==> src/rtl/core/gbn_sw_pkg.sv <==
`timescale 1ns / 1ps
`default_nettype none
// ----------------------------------------------------------------------------
// Go-Back-N sender window package
// Item types, event kinds, register indexes and reset values shared by the
// sender window core.
// ----------------------------------------------------------------------------
package gbn_sw_pkg;

    localparam int TOTAL_W = 24;

    // Event kinds carried by an input item.
    localparam logic [1:0] KIND_SEND  = 2'd0;
    localparam logic [1:0] KIND_REPLY = 2'd1;
    localparam logic [1:0] KIND_TICK  = 2'd2;

    localparam logic [7:0] ACK_FLAG = 8'h02;

    // Configuration register indexes.
    localparam logic [1:0] CFG_WINDOW_SIZE   = 2'd0;
    localparam logic [1:0] CFG_TIMEOUT_TICKS = 2'd1;
    localparam logic [1:0] CFG_TOTAL_BYTES   = 2'd2;

    localparam logic [5:0]         WINDOW_SIZE_RESET   = 6'd10;
    localparam logic [15:0]        TIMEOUT_TICKS_RESET = 16'd2000;
    localparam logic [TOTAL_W-1:0] TOTAL_BYTES_RESET   = '0;

    typedef struct packed {
        logic [1:0] kind;
        logic [7:0] reply_flag;
        logic [7:0] reply_seq;
        logic       reply_checksum_ok;
    } t_gbn_in;

    typedef struct packed {
        logic        send_valid;
        logic [11:0] send_index;
        logic [7:0]  send_seq;
        logic [12:0] payload_length;
        logic        went_back;
        logic [5:0]  window_room;
        logic        transfer_done;
    } t_gbn_out;

endpackage
`default_nettype wire

==> src/rtl/core/go_back_n_sender_window_core.sv <==
`timescale 1ns / 1ps
`default_nettype none
// ----------------------------------------------------------------------------
// Go-Back-N sender window core
// Tracks the send window of a Go-Back-N transfer and issues one result item
// for every event item: send slot, reply received or timer tick.
// ----------------------------------------------------------------------------
// Usage:
// Event items enter on i_in_valid / o_in_stall and are taken at an edge where
// i_in_valid is high and o_in_stall is low. Each item yields exactly one result
// item on o_out_valid / i_out_stall. An item is captured in the input register
// at its accepting edge and evaluated against the window state from there; its
// result is then registered in the output register. The state update is a
// single pass of adds and compares, so a new item is taken every cycle (one
// item per cycle sustained) while the receiver does not stall. When the
// receiver stalls, the result stays in the output register, an item waiting
// in the input register stays there and o_in_stall rises.
// Configuration writes (window size, timeout, total bytes) go through the
// i_cfg_valid / o_cfg_ready port, which is always ready; they are meant to be
// done while no item is in flight. Reset restores the register defaults, marks
// nothing acknowledged and empties both pipeline registers.
// ----------------------------------------------------------------------------
module go_back_n_sender_window_core
    import gbn_sw_pkg::*;
#(
    parameter int MAX_PAYLOAD = 4096,
    parameter int SEQ_SPACE   = 256
) (
    input  wire logic               i_clk,
    input  wire logic               i_rst_n,
    // Event items
    input  wire logic               i_in_valid,
    output      logic               o_in_stall,
    input  wire t_gbn_in            i_in_data,
    // Result items
    output      logic               o_out_valid,
    input  wire logic               i_out_stall,
    output      t_gbn_out           o_out_data,
    // Configuration writes
    input  wire logic               i_cfg_valid,
    output      logic               o_cfg_ready,
    input  wire logic [1:0]         i_cfg_index,
    input  wire logic [TOTAL_W-1:0] i_cfg_data
);

    // Largest packet count a 24-bit transfer can need, and the index width that
    // holds every value from zero up to it.
    localparam int PKT_MAX = ((2 ** TOTAL_W) - 1 + MAX_PAYLOAD - 1) / MAX_PAYLOAD;
    localparam int IDX_W   = $clog2(PKT_MAX + 1);
    // Byte offsets: a packet start plus up to 255 packets of payload.
    localparam int OFF_W   = TOTAL_W + 2;

    localparam logic [OFF_W-1:0] MP_OFF = OFF_W'(MAX_PAYLOAD);
    localparam logic [8:0]       SEQ_S  = 9'(SEQ_SPACE);

    // Configuration registers.
    logic [5:0]         r_window;
    logic [15:0]        r_timeout;
    logic [TOTAL_W-1:0] r_total;

    // Window state. The base is the first unacknowledged packet, that is the
    // last acknowledged index plus one. Each index is shadowed by its byte
    // offset and its sequence number so no division is needed per item.
    logic [IDX_W-1:0] r_base,      n_base;
    logic [OFF_W-1:0] r_base_off,  n_base_off;
    logic [7:0]       r_base_seq,  n_base_seq;
    logic [IDX_W-1:0] r_next,      n_next;
    logic [OFF_W-1:0] r_next_off,  n_next_off;
    logic [7:0]       r_next_seq,  n_next_seq;
    logic [15:0]      r_ticks,     n_ticks;

    // Pipeline registers.
    logic     r_in_valid;
    t_gbn_in  r_in;
    logic     r_out_valid;
    t_gbn_out r_out;
    t_gbn_out n_out;

    logic w_go;

    // Combinational terms.
    logic [OFF_W-1:0] w_total;
    logic             w_done_now;
    logic [IDX_W-1:0] w_inflight;
    logic             w_has_room;
    logic             w_can_send;
    logic             w_is_tail;
    logic [OFF_W-1:0] w_tail_len;
    logic [7:0]       w_bpos;
    logic [8:0]       w_dsum;
    logic [7:0]       w_delta;
    logic [7:0]       w_delta_m1;
    logic [OFF_W-1:0] w_adv_off;
    logic [OFF_W-1:0] w_last_off;
    logic [8:0]       w_seq_sum;
    logic             w_good_reply;
    logic             w_ack_ok;
    logic [15:0]      w_tick_inc;
    logic [IDX_W-1:0] w_infl_after;

    assign o_cfg_ready = 1'b1;
    assign w_go        = r_in_valid && (!r_out_valid || !i_out_stall);
    assign o_in_stall  = r_in_valid && !w_go;
    assign o_out_valid = r_out_valid;
    assign o_out_data  = r_out;

    always_comb begin
        w_total    = OFF_W'(r_total);
        w_done_now = (r_base_off >= w_total);
        w_inflight = r_next - r_base;
        w_has_room = (w_inflight < IDX_W'(r_window));
        w_can_send = (r_next_off < w_total) && w_has_room;
        w_is_tail  = ((r_next_off + MP_OFF) >= w_total);
        w_tail_len = w_total - r_next_off;

        // Sequence position of the last acknowledged packet, and the unwrapped
        // distance from it to the sequence number in the reply.
        w_bpos     = (r_base_seq == 8'd0) ? 8'(SEQ_S - 9'd1) : (r_base_seq - 8'd1);
        w_dsum     = {1'b0, r_in.reply_seq} + SEQ_S - {1'b0, w_bpos};
        if (w_dsum >= SEQ_S) begin
            w_dsum = w_dsum - SEQ_S;
        end
        w_delta    = w_dsum[7:0];
        w_delta_m1 = w_delta - 8'd1;
        w_last_off = r_base_off + (OFF_W'(w_delta_m1) * MP_OFF);
        w_adv_off  = w_last_off + MP_OFF;
        w_seq_sum  = {1'b0, r_base_seq} + {1'b0, w_delta};
        if (w_seq_sum >= SEQ_S) begin
            w_seq_sum = w_seq_sum - SEQ_S;
        end

        w_good_reply = r_in.reply_checksum_ok && (r_in.reply_flag == ACK_FLAG);
        w_ack_ok     = ({1'b0, r_in.reply_seq} < SEQ_S)
                    && (w_delta != 8'd0)
                    && (w_delta <= {2'b00, r_window})
                    && (w_last_off < w_total);
        w_tick_inc   = (r_ticks == 16'hFFFF) ? r_ticks : (r_ticks + 16'd1);

        n_base     = r_base;
        n_base_off = r_base_off;
        n_base_seq = r_base_seq;
        n_next     = r_next;
        n_next_off = r_next_off;
        n_next_seq = r_next_seq;
        n_ticks    = r_ticks;
        n_out      = '0;

        if (!w_done_now) begin
            case (r_in.kind)
                KIND_SEND: begin
                    if (w_can_send) begin
                        n_out.send_valid     = 1'b1;
                        n_out.send_index     = 12'({{12{1'b0}}, r_next});
                        n_out.send_seq       = r_next_seq;
                        n_out.payload_length = w_is_tail ? w_tail_len[12:0] : MP_OFF[12:0];
                        n_ticks              = '0;
                        n_next               = r_next + IDX_W'(1);
                        n_next_off           = r_next_off + MP_OFF;
                        n_next_seq           = (9'({1'b0, r_next_seq}) + 9'd1 >= SEQ_S)
                                             ? 8'd0 : (r_next_seq + 8'd1);
                    end
                end
                KIND_REPLY: begin
                    if (!w_good_reply) begin
                        n_next          = r_base;
                        n_next_off      = r_base_off;
                        n_next_seq      = r_base_seq;
                        n_out.went_back = 1'b1;
                    end else if (w_ack_ok) begin
                        n_base     = r_base + IDX_W'(w_delta);
                        n_base_off = w_adv_off;
                        n_base_seq = w_seq_sum[7:0];
                        // An ack past the next packet pulls the next packet up.
                        if (r_next < n_base) begin
                            n_next     = n_base;
                            n_next_off = n_base_off;
                            n_next_seq = n_base_seq;
                        end
                    end
                end
                KIND_TICK: begin
                    n_ticks = w_tick_inc;
                    if (w_tick_inc > r_timeout) begin
                        n_next          = r_base;
                        n_next_off      = r_base_off;
                        n_next_seq      = r_base_seq;
                        n_out.went_back = 1'b1;
                    end
                end
                default: begin
                end
            endcase
        end

        w_infl_after        = n_next - n_base;
        n_out.window_room   = (w_infl_after >= IDX_W'(r_window))
                            ? 6'd0 : (r_window - w_infl_after[5:0]);
        n_out.transfer_done = (n_base_off >= w_total);
    end

    // Configuration registers.
    always_ff @(posedge i_clk) begin
        if (!i_rst_n) begin
            r_window  <= WINDOW_SIZE_RESET;
            r_timeout <= TIMEOUT_TICKS_RESET;
            r_total   <= TOTAL_BYTES_RESET;
        end else if (i_cfg_valid && o_cfg_ready) begin
            case (i_cfg_index)
                CFG_WINDOW_SIZE:   r_window  <= i_cfg_data[5:0];
                CFG_TIMEOUT_TICKS: r_timeout <= i_cfg_data[15:0];
                CFG_TOTAL_BYTES:   r_total   <= i_cfg_data;
                default: begin
                end
            endcase
        end
    end

    // Window state advances only when an item passes through the logic.
    always_ff @(posedge i_clk) begin
        if (!i_rst_n) begin
            r_base     <= '0;
            r_base_off <= '0;
            r_base_seq <= '0;
            r_next     <= '0;
            r_next_off <= '0;
            r_next_seq <= '0;
            r_ticks    <= '0;
        end else if (w_go) begin
            r_base     <= n_base;
            r_base_off <= n_base_off;
            r_base_seq <= n_base_seq;
            r_next     <= n_next;
            r_next_off <= n_next_off;
            r_next_seq <= n_next_seq;
            r_ticks    <= n_ticks;
        end
    end

    // Input register.
    always_ff @(posedge i_clk) begin
        if (!i_rst_n) begin
            r_in_valid <= 1'b0;
        end else if (!o_in_stall) begin
            r_in_valid <= i_in_valid;
        end
    end

    always_ff @(posedge i_clk) begin
        if (!o_in_stall) begin
            r_in <= i_in_data;
        end
    end

    // Output register.
    always_ff @(posedge i_clk) begin
        if (!i_rst_n) begin
            r_out_valid <= 1'b0;
        end else if (w_go) begin
            r_out_valid <= 1'b1;
        end else if (!i_out_stall) begin
            r_out_valid <= 1'b0;
        end
    end

    always_ff @(posedge i_clk) begin
        if (w_go) begin
            r_out <= n_out;
        end
    end

    // The next packet never falls behind the window base.
    a_next_not_below_base: assert property (@(posedge i_clk) disable iff (!i_rst_n)
        (r_next >= r_base) && (r_next_off >= r_base_off))
        else $error("next packet is behind the window base");

    // A send neither rewinds nor completes the transfer.
    a_send_not_back: assert property (@(posedge i_clk) disable iff (!i_rst_n)
        (o_out_valid && o_out_data.send_valid) |->
        (!o_out_data.went_back && !o_out_data.transfer_done))
        else $error("send result also reports rewind or completion");

    // A held result freezes the window state.
    a_stall_holds_state: assert property (@(posedge i_clk) disable iff (!i_rst_n)
        (o_out_valid && i_out_stall) |=>
        ($stable(r_next) && $stable(r_base) && $stable(r_ticks)))
        else $error("window state moved while the result was held");

    // A send leaves the timer cleared.
    a_send_clears_timer: assert property (@(posedge i_clk) disable iff (!i_rst_n)
        (w_go && n_out.send_valid) |=> (r_ticks == 16'd0))
        else $error("timer not restarted by a send");

endmodule
`default_nettype wire
==> config.mk <==
export PLATFORM = sky130hd
export DESIGN_NAME = go_back_n_sender_window_core
export DESIGN_NICKNAME = d
export VERILOG_FILES = /design/src/rtl/core/gbn_sw_pkg.sv /design/src/rtl/core/go_back_n_sender_window_core.sv
export SDC_FILE = /design/constraint.sdc
export NUM_CORES = 1
export LEC_CHECK = 0
export BUFFER_PORTS_ARGS = -buffer_cell sky130_fd_sc_hd__buf_4
export CELL_PAD_IN_SITES_DETAIL_PLACEMENT = 0
export CELL_PAD_IN_SITES_GLOBAL_PLACEMENT = 1
export CORE_MARGIN = 8
export CORE_UTILIZATION = 37
export CTS_BUF_LIST = sky130_fd_sc_hd__clkbuf_16
export DETAILED_ROUTE_END_ITERATION = 8
export HOLD_SLACK_MARGIN = 0.12
export MAX_ROUTING_LAYER = met4
export PLACE_DENSITY_LB_ADDON = 0.25
export SLEW_MARGIN = 20
export SYNTH_ARGS = -nofsm -noshare
export SYNTH_HDL_FRONTEND = slang
export SYNTH_SLANG_ARGS = --single-unit
==> constraint.sdc <==
create_clock -name i_clk -period 11.79 [get_ports i_clk]
set_input_delay 2.358 -clock i_clk [delete_from_list [all_inputs] [get_ports i_clk]]
set_output_delay 2.358 -clock i_clk [all_outputs]
set_load 0.05 [all_outputs]
* After elaboration in Yosys (flattened, before gate mapping)
Cells that the tools add are included.
** Word-level totals
- Flip-flop bits (word level) :: 219
- Output and inout port bits :: 45
- Bits of input ports :: 50
** Operators by class
- Add/sub/neg operators :: 19
- Eq/ne operators :: 11
- Multiplexer cells :: 41
- $lt $le $gt $ge :: 13
- Reductions and logical operators :: 25
- Bitwise operators :: 4
** Operators with widths (number)
- two-way mux 26 bit :: 9
- two-way mux 13 bit :: 11
- >= comparator 26 x 24 -> 1 bit :: 3
- case mux 26 bit (3 select lines) :: 1
- two-way mux 8 bit :: 9
- adder 26 x 13 -> 26 bit (second input constant) :: 2
- less-than comparator 26 x 24 -> 1 bit :: 2
- case mux 13 bit (3 select lines) :: 1
- subtractor 13 bit :: 3
- two-way mux 34 bit :: 1
- two-way mux 16 bit :: 2
- case mux 16 bit (2 select lines) :: 1
- subtractor 8 x 1 -> 8 bit (second input constant) :: 4
- >= comparator 9 bit (second input constant) :: 3
- adder 26 x 20 -> 26 bit :: 1
- case mux 8 bit (3 select lines) :: 1
- adder 16 x 1 -> 16 bit (second input constant) :: 1
- equality test 16 bit (second input constant) :: 1
- > comparator 16 bit :: 1
- adder 13 x 1 -> 13 bit (second input constant) :: 1
- adder 13 x 8 -> 13 bit :: 1
- >= comparator 13 x 6 -> 1 bit :: 1
- less-than comparator 13 bit :: 1
- less-than comparator 13 x 6 -> 1 bit :: 1
- other kinds (31) :: 51

* Longest topological paths before layout
Gate-level depths: netlist (run 1).
- Word-level depth :: 15
- Mapped depth :: 45

* Least setup slack after synthesis (run 1)
Ideal clock, no wire load.
- Kind :: register to register
- Start point :: register r_base_seq[1]
- End point :: register r_out, in the netlist o_out_data[1], data pin
- Arrival time :: 8530 ps
- Setup time :: 146 ps
- Path slack :: 3114 ps
- Required time :: 11644 ps
- Path buffers :: 2
- Clock period less this slack :: 8676 ps
- Stages on the path, launching flop included :: 42
- Cell sequence :: dfxtp_1 inv_1 ha_1 and4b_1 nand2b_1 ha_1 fa_1 nor2b_1 o22ai_1 xnor2_1 nor3_1 xnor2_1 ha_1 and2_1 nor4_1 a211oi_1 a311oi_1 inv_1 [6 not listed] and4_1 buf_4 buf_4 nand2_1 o21ai_1 ha_1 inv_1 fa_1 a21o_1 a21oi_1 xnor2_1 ha_1 o21a_1 o31ai_1 nand3_1 a221oi_1 nand2_1 a21oi_1
** Between the ends
- Word-level cells in the longest chain between the ends :: 15
** Ends and longest elaborated chain
- start: declaration :: line go_back_n_sender_window_core.sv:66 : logic [7:0] r_base_seq, n_base_seq;
- start signal: assignment :: line go_back_n_sender_window_core.sv:231 : r_base_seq <= n_base_seq;
- subtractor 8 x 1 -> 8 bit / zero test 8 bit (equally long branches) :: line go_back_n_sender_window_core.sv:118 : w_bpos = (r_base_seq == 8'd0) ? 8'(SEQ_S - 9'd1) : (r_base_seq - 8'd1);
- two-way mux 8 bit (*) :: line go_back_n_sender_window_core.sv:118
- subtractor 9 x 8 -> 9 bit (*) :: line go_back_n_sender_window_core.sv:119 : w_dsum = {1'b0, r_in.reply_seq} + SEQ_S - {1'b0, w_bpos};
- subtractor 8 x 1 -> 8 bit / >= comparator 9 bit (equally long branches) :: line go_back_n_sender_window_core.sv:121, go_back_n_sender_window_core.sv:120
- two-way mux 8 bit (*) :: line go_back_n_sender_window_core.sv:120 : if (w_dsum >= SEQ_S) begin
- subtractor 8 x 1 -> 8 bit :: line go_back_n_sender_window_core.sv:124 : w_delta_m1 = w_delta - 8'd1;
- adder 26 x 20 -> 26 bit :: line go_back_n_sender_window_core.sv:125 : w_last_off = r_base_off + (OFF_W'(w_delta_m1) * MP_OFF);
- less-than comparator 26 x 24 -> 1 bit :: line go_back_n_sender_window_core.sv:136 : && (w_last_off < w_total);
- logical AND 1 bit :: line go_back_n_sender_window_core.sv:136
- two-way mux 13 bit (*) :: line go_back_n_sender_window_core.sv:169 : end else if (w_ack_ok) begin
- two-way mux 13 bit (*) :: line go_back_n_sender_window_core.sv:164 : if (!w_good_reply) begin
- two-way mux 13 bit (*) :: line go_back_n_sender_window_core.sv:149 : case (r_in.kind)
- two-way mux 13 bit (*) :: line go_back_n_sender_window_core.sv:148 : if (!w_done_now) begin
- named net n_base[0] :: line go_back_n_sender_window_core.sv:64 : logic [IDX_W-1:0] r_base, n_base;
- subtractor 13 bit (*) :: line go_back_n_sender_window_core.sv:195 : w_infl_after = n_next - n_base;
- >= comparator 13 x 6 -> 1 bit / subtractor 6 bit (equally long branches) :: line go_back_n_sender_window_core.sv:196, go_back_n_sender_window_core.sv:197
- end signal: assignment :: line go_back_n_sender_window_core.sv:267 : r_out <= n_out;
- end: declaration :: line go_back_n_sender_window_core.sv:76 : t_gbn_out r_out;
The timed path passes the listed nets; every way through them passes the cells marked *.
A chain may end at the register's enable or synchronous reset.

* Final worst setup path (run 1)
- Start point :: register r_base_seq[1]
- End point :: register r_out, in the netlist o_out_data[6], data pin
The elaborated chain is that of the path after synthesis.

==> key figures, run 1 <==
Setup path
  • CP startpoint kind: register
  • Slowest CP cell: xnor2_1
  • CP max stage delay: 0.87 ns
  • Setup CP Type: register to register
  • Worst path most repeated cell: ha_1
  • Top delay family on crit path: compound AO/OA/AOI/OAI gates
  • Worst Path Required: 12.10 ns
  • R2r worst-path depth: 40
  • Buf+Inv Stages, Crit Path: 3
  • Arrival time at the worst endpoint: 10.68 ns
  • Stages on the worst setup path: 40
  • CP max FO: 17
  • CP Capture Type: register

STA
  • Final period util: 87.9%
  • Max Slew Vio Count: 0
  • Final Hold Fails: 0
  • Max_slew headroom: 25.6%
  • Tightest Pin Transition: 1.11 ns
  • Final setup vio count: 0
  • Tmin final: between 10 and 15 ns
  • Fmax: 0.0965 GHz
  • Clk_skew: about 0.014 ns
  • Setup_tns: 0 ns
  • Worst setup margin: 1.43 ns
  • RSZ-0062 raised after global routing: no

Synth
  • Post-synth EDFFs: 61
  • Yosys cell types: 90
  • Top_reg_cell synth: dfxtp_1
  • Synth warnings: 0
  • Synth Instances: 1895
  • Synthesized area per cell: about 8 um2
  • Ys async rst share: 0%
  • Sequential element share of the synthesized area: 29.2%
  • Cell area after synthesis: roughly 15000 um2
  • Number of synthesized register bits: ~200

Cells and area
  • Final Non-Filler Cells: 2495
  • Final Cell Area: 17300 um2
  • Net count, final: 2179
  • Antenna cells: 0
  • Share of layout cells above drive strength 1: under 10%
  • Most common cell after layout, fill and taps aside: nand2_1
  • Synthesis-to-finish area growth: 11.5%
  • Most frequent cells in the layout: nand2_1, ha_1, a21oi_1

Global route
  • Pin count of the biggest net entering global routing: 64
  • Initial antenna violation count: 1
  • Vias in the first global route: 13.8k
  • Global-route wire length before repair: 79500 um
  • Gr ovfl total: 0
  • All-Layer GR Usage: 21.8%

Clocking
  • Post-CTS setup repair buffer count: 0
  • CTS tree: done
  • Cts repair resizes: 0
  • Root Buffer: clkbuf_16
  • Clk buf depth: 2
  • H-tree level count: 4
  • Hold-fix buffers, CTS: 0
  • CTS sink cnt: 195
  • Worst skew pair latency: 0.48 ns
  • Num CTS Buffers: 17
  • Clk slew on worst S/H paths: 0.08 ns

Detailed routing
  • DR vias/cell: roughly 5.7
  • DR top layer: met4
  • Metal1 wirelength: 24100 um
  • ANT nets after route: 0
  • Post-Route WL: 51300 um
  • DR WL/cell: 20.6 um
  • Number of remaining DRC errors: 0
  • Initial DRT Pass Iterations: 5
  • Metal3 WL: 2740 um
  • Via count: 14.2k
  • Iter 0 DRT Violations: 1100
  • WL met2: 23200 um

Pwr
  • Final Power: 1.84 mW
  • Power Density: 107 nW/um2
  • Peak VDD IR: ~0.00011 V
  • Leakage power: 6.96 nW

Place
  • DP Cell Count: 2463
  • Final Wtd Congestion: between 0.9 and 1
  • DP Wirelength: 38800 um
  • Dpl ws: 1.45 ns
  • Area post-placement: 16700 um2
  • I/O Buffers: a little over 90

Floorplanning
  • Row cnt: 75
  • Core ar.: 41700 um2
  • Starting Density: 37.2%
  • Full die area: 48600 um2
  • Die X: 221 um
  • Number of top-level pins: 95
  • Die Y: 221 um

Worst hold path
  • Hold Path Stages: 2
  • Worst hold path class: register to register

Outcome
  • Outcome: completed

Job
  • Max-Cap Viols: 0
==> registers in the layout, summed over array words and instances, names as in the netlist <==
register     count
r_window         6
r_next_seq       8
r_base          13
r_ticks         16
r_base_off      14
o_out_data      42
r_timeout       16
r_in_valid       1
r_next          13
r_next_off      14
r_in            19
r_total         24
o_out_valid      1
r_base_seq       8
==> final timing paths <==
path | startpoint | end | slack, ns
setup / recovery | r_base_seq[1] | o_out_data[6] | 1.43
setup reg to reg | r_base_seq[1] | o_out_data[6] | 1.43
hold / removal | r_total[14] | r_total[14] | 0.46
hold reg to reg | r_total[14] | r_total[14] | 0.46
==> metrics by stage <==
stage,util (%),hold slack (ns)
2_1_floorplan,-,0.436
3_3_place_gp,40.0,0.444
3_5_place_dp,40.0,0.450
4_1_cts,41.4,0.461
5_1_grt,41.4,0.481
6_report,41.4,0.457
==> synthesized netlist by cell type (31+ instances only) <==
cell	count	area (um2)
nand2_1	215	807
ha_1	179	2240
a21oi_1	169	846
nor2_1	157	589
dfxtp_1	134	2680
inv_1	116	435
o21ai_0	86	430
clkbuf_1	67	251
xnor2_1	67	587
edfxtp_1	61	1830
nand3_1	58	290
and3_1	37	231
nor3_1	37	185
xor2_1	37	324
and2_1	35	219
o211ai_1	31	233
==> metal layers <==
layer	vias to the layer above	GRT usage [%]
li1	6942	-
met1	6729	29.1
met2	440	33.8
met3	76	3.05
met4	0	7.09
met5	-	-
==> power breakdown <==
part	switching, mW	internal, mW	total (mW)
combinational	0.319	0.187	0.507
clock	0.302	0.297	0.599
sequential	0.0224	0.713	0.735
total	0.643	1.20	1.84
==> cell type report <==
type | instances | area [um2]
clock buffers | 17 | 425
multi-input cells | 1501 | 10200
clock inverters | 15 | 151
inverters | 119 | 449
flip-flops and latches | 195 | 4510
well taps | 539 | 674
fillers | 4258 | 24400
repair buffers | 109 | 818
==> logic make-up after synthesis <==
group                    share of synthesized area (%)
AO/OA/AOI/OAI                                     21.1
XOR/XNOR                                          5.88
adder cells (fa/ha/maj)                           15.4
buffers and inverters                             5.00
flip-flops                                        29.2
multiplexers                                      1.49
other                                           0.0485
AND/OR/NAND/NOR                                   21.9
==> worst reg2reg max path, delay by kind of cell (launching register included) <==
family	cells	cell delay, ns
AOI/OAI and AO/OA	13	2.74
xor gates and xnor gates	4	1.60
adders and majority gates	8	2.55
buffers and inverters	3	0.47
DFF	1	0.45
and+or+nand+nor	12	2.41
Power figures use the tool's default switching activity.
==> run 2, diff against run 1 <==
--- a/config.mk
+++ b/config.mk
@@ -8,11 +8,12 @@
 export BUFFER_PORTS_ARGS = -buffer_cell sky130_fd_sc_hd__buf_4
 export CELL_PAD_IN_SITES_DETAIL_PLACEMENT = 0
 export CELL_PAD_IN_SITES_GLOBAL_PLACEMENT = 1
+export CORE_ASPECT_RATIO = 0.6
 export CORE_MARGIN = 8
 export CORE_UTILIZATION = 37
 export CTS_BUF_LIST = sky130_fd_sc_hd__clkbuf_16
 export DETAILED_ROUTE_END_ITERATION = 8
-export HOLD_SLACK_MARGIN = 0.12
+export HOLD_SLACK_MARGIN = 0.1
 export MAX_ROUTING_LAYER = met4
 export PLACE_DENSITY_LB_ADDON = 0.25
 export SLEW_MARGIN = 20
==> key figures, run 2 (synthesis results as in run 1) <==
Setup path
  • Setup crit end: o_out_data[1]
  • Worst path most repeated cell: ha_1
  • CP max stage delay: 0.64 ns (-0.23 ns)
  • CP Capture Type: register
  • Stages on the worst setup path: 42 (+5.0%)
  • Worst Setup SP: r_base_seq[1]
  • Worst reg-to-reg setup slack: 1.47 ns (+0.04 ns)
  • Worst Path Required: 12.11 ns (about the same)
  • Top delay family on crit path: compound AO/OA/AOI/OAI gates
  • CP startpoint kind: register
  • CP max FO: 8 (-9)
  • Slowest CP cell: a221oi_1
  • End of the worst register-to-register path: o_out_data[1]
  • R2r worst-path depth: 42 (+5.0%)
  • Buf+Inv Stages, Crit Path: 3 (unchanged)
  • Arrival time at the worst endpoint: 10.64 ns (-0.04 ns)
  • Setup CP Type: register to register
  • RR Startpoint: r_base_seq[1]

STA
  • Max Slew Vio Count: 0 (unchanged)
  • Clk_skew: 0.0160 ns (+0.00184 ns)
  • Fmax: 0.0969 GHz (+0.39%)
  • RSZ-0062 raised after global routing: no
  • Max_slew headroom: 30.1% (+4.5 points)
  • Final period util: 87.5% (-0.35 points)
  • Tmin final: 10.32 ns (-0.0408 ns)
  • WHS: 0.459 ns (+0.00135 ns)
  • Tightest Pin Transition: 1.05 ns (-0.0598 ns)
  • Setup_tns: 0 ns (unchanged)
  • Final Hold Fails: 0 (unchanged)
  • Final setup vio count: 0 (unchanged)

Floorplanning
  • Die X: 280 um (+27%)
  • Core ar.: 41600 um2 (-0.20%)
  • Row cnt: 58 (-23%)
  • Full die area: 48900 um2 (+0.44%)
  • Die Y: 174 um (-21%)
  • Starting Density: 37.2% (+0.074 points)
  • Number of top-level pins: 95 (unchanged)

Clocking
  • Cts repair resizes: 0 (unchanged)
  • Clk buf depth: 2 (unchanged)
  • Post-CTS setup repair buffer count: 0 (unchanged)
  • CTS sink cnt: 195 (unchanged)
  • Hold-fix buffers, CTS: 0 (unchanged)
  • Num CTS Buffers: 17 (unchanged)
  • H-tree level count: 4 (unchanged)
  • CTS tree: done
  • Root Buffer: clkbuf_16
  • Clk slew on worst S/H paths: 0.09 ns (about the same)
  • Worst skew pair latency: 0.48 ns (about the same)

Cells and area
  • Net count, final: 2183 (+0.18%)
  • Most frequent cells in the layout: nand2_1, ha_1, a21oi_1
  • Reg area: 4510 um2 (unchanged)
  • Footprint of the multi-input gates: 10200 um2 (-0.12%)
  • Max reg flops: 42 (unchanged)
  • Fillers: 4175 (-1.9%)
  • Most common cell after layout, fill and taps aside: nand2_1
  • Share of layout cells above drive strength 1: 9.80% (+0.24 points)
  • Final Cell Area: 17400 um2 (+0.89%)
  • Synthesis-to-finish area growth: 12.5%

Detailed routing
  • Post-Route WL: 54600 um (+6.4%)
  • Number of remaining DRC errors: 0 (unchanged)
  • Initial DRT Pass Iterations: 6 (+1)
  • ANT nets after route: 0 (unchanged)
  • DR vias/cell: 5.67 (-0.27%)
  • Iter 0 DRT Violations: 1674 (+52%)
  • DR WL/cell: 21.5 um (+4.8%)
  • Via count: 14.4k (+1.2%)

Place
  • Area post-placement: 16700 um2 (+0.36%)
  • DP Wirelength: 41700 um (+7.3%)
  • I/O Buffers: 93 (unchanged)
  • Final Wtd Congestion: 0.975 (+3.0%)

Global route
  • Gr ovfl total: 0 (unchanged)
  • Vias in the first global route: 13.4k (-3.2%)
  • Global-route wire length before repair: 83300 um (+4.7%)
  • Pin count of the biggest net entering global routing: 80 (+25%)
  • All-Layer GR Usage: 22.6% (+0.85 points)
  • Initial antenna violation count: 4 (+3)

Worst hold path
  • Worst hold path class: register to register
  • Hold Path Stages: 2 (unchanged)

Pwr
  • Power Density: 111 nW/um2 (+3.6%)
  • Peak VDD IR: 0.0000842 V (-21%)
  • Leakage power: 7.03 nW (+1.0%)
  • Final Power: 1.92 mW (+4.5%)

Job
  • Max-Cap Viols: 0 (unchanged)

Outcome
  • Outcome: completed
## run 2: cell types whose count changed in the layout (fill, tap and decap cells not counted), sizes merged
cell,delta
bufinv,-1
inv,+4
clkinv,+2
clkinvlp,-5
diode,+3
buf,+4
## run 2: worst min path at each step
stage / start / end / slack [ns]
2_1_floorplan: r_timeout[11] / r_timeout[11] / 0.44
3_3_place_gp: r_total[15] / r_total[15] / 0.44
3_5_place_dp: r_timeout[14] / r_timeout[14] / 0.45
4_1_cts: r_timeout[14] / r_timeout[14] / 0.46
5_1_grt: r_timeout[14] / r_timeout[14] / 0.48
6_report: r_timeout[3] / r_timeout[3] / 0.46
## run 2: metrics by stage
stage,worst slack [ns],util (%),instances
6_report,1.47,41.9,2533
5_1_grt,0.666,41.9,2533
4_1_cts,1.62,41.8,2530
3_5_place_dp,1.66,40.2,2498
3_3_place_gp,2.05,40.2,2498
2_1_floorplan,3.11,-,1896
## run 2: layer usage
| metal | share of wire [%] | up-vias | global-route usage (%) |
|---|---|---|---|
| li1 | - | 6951 | - |
| met1 | 51 | 6816 | 34.3 |
| met2 | 39 | 552 | 29.2 |
| met3 | 9.5 | 45 | 6.47 |
| met4 | 0.95 | 0 | 3.88 |
| met5 | 0 | - | - |
## run 2: final cells by class
| class | instances | share of cell area (%) |
|---|---|---|
| Antenna cell | 3 | 0.0431 |
| Clock buffer | 17 | 2.44 |
| Clock inverter | 15 | 1.39 |
| Inverter | 119 | 2.58 |
| Multi-Input combinational cell | 1501 | 58.7 |
| Sequential cell | 195 | 25.9 |
| Tap cell | 570 | 4.10 |
| Timing Repair Buffer | 113 | 4.87 |
## run 2: worst min-delay path: stages, from the launching register on
cell	delay [ns]
dfxtp_1	0.32
nand2_1	0.05
a21oi_1	0.05
## run 2: report_power, final
group,switching (mW),leakage [nW],internal (mW)
registers,0.0235,1.69,0.713
logic,0.329,5.02,0.188
clock network,0.363,0.322,0.308
total,0.715,7.03,1.21
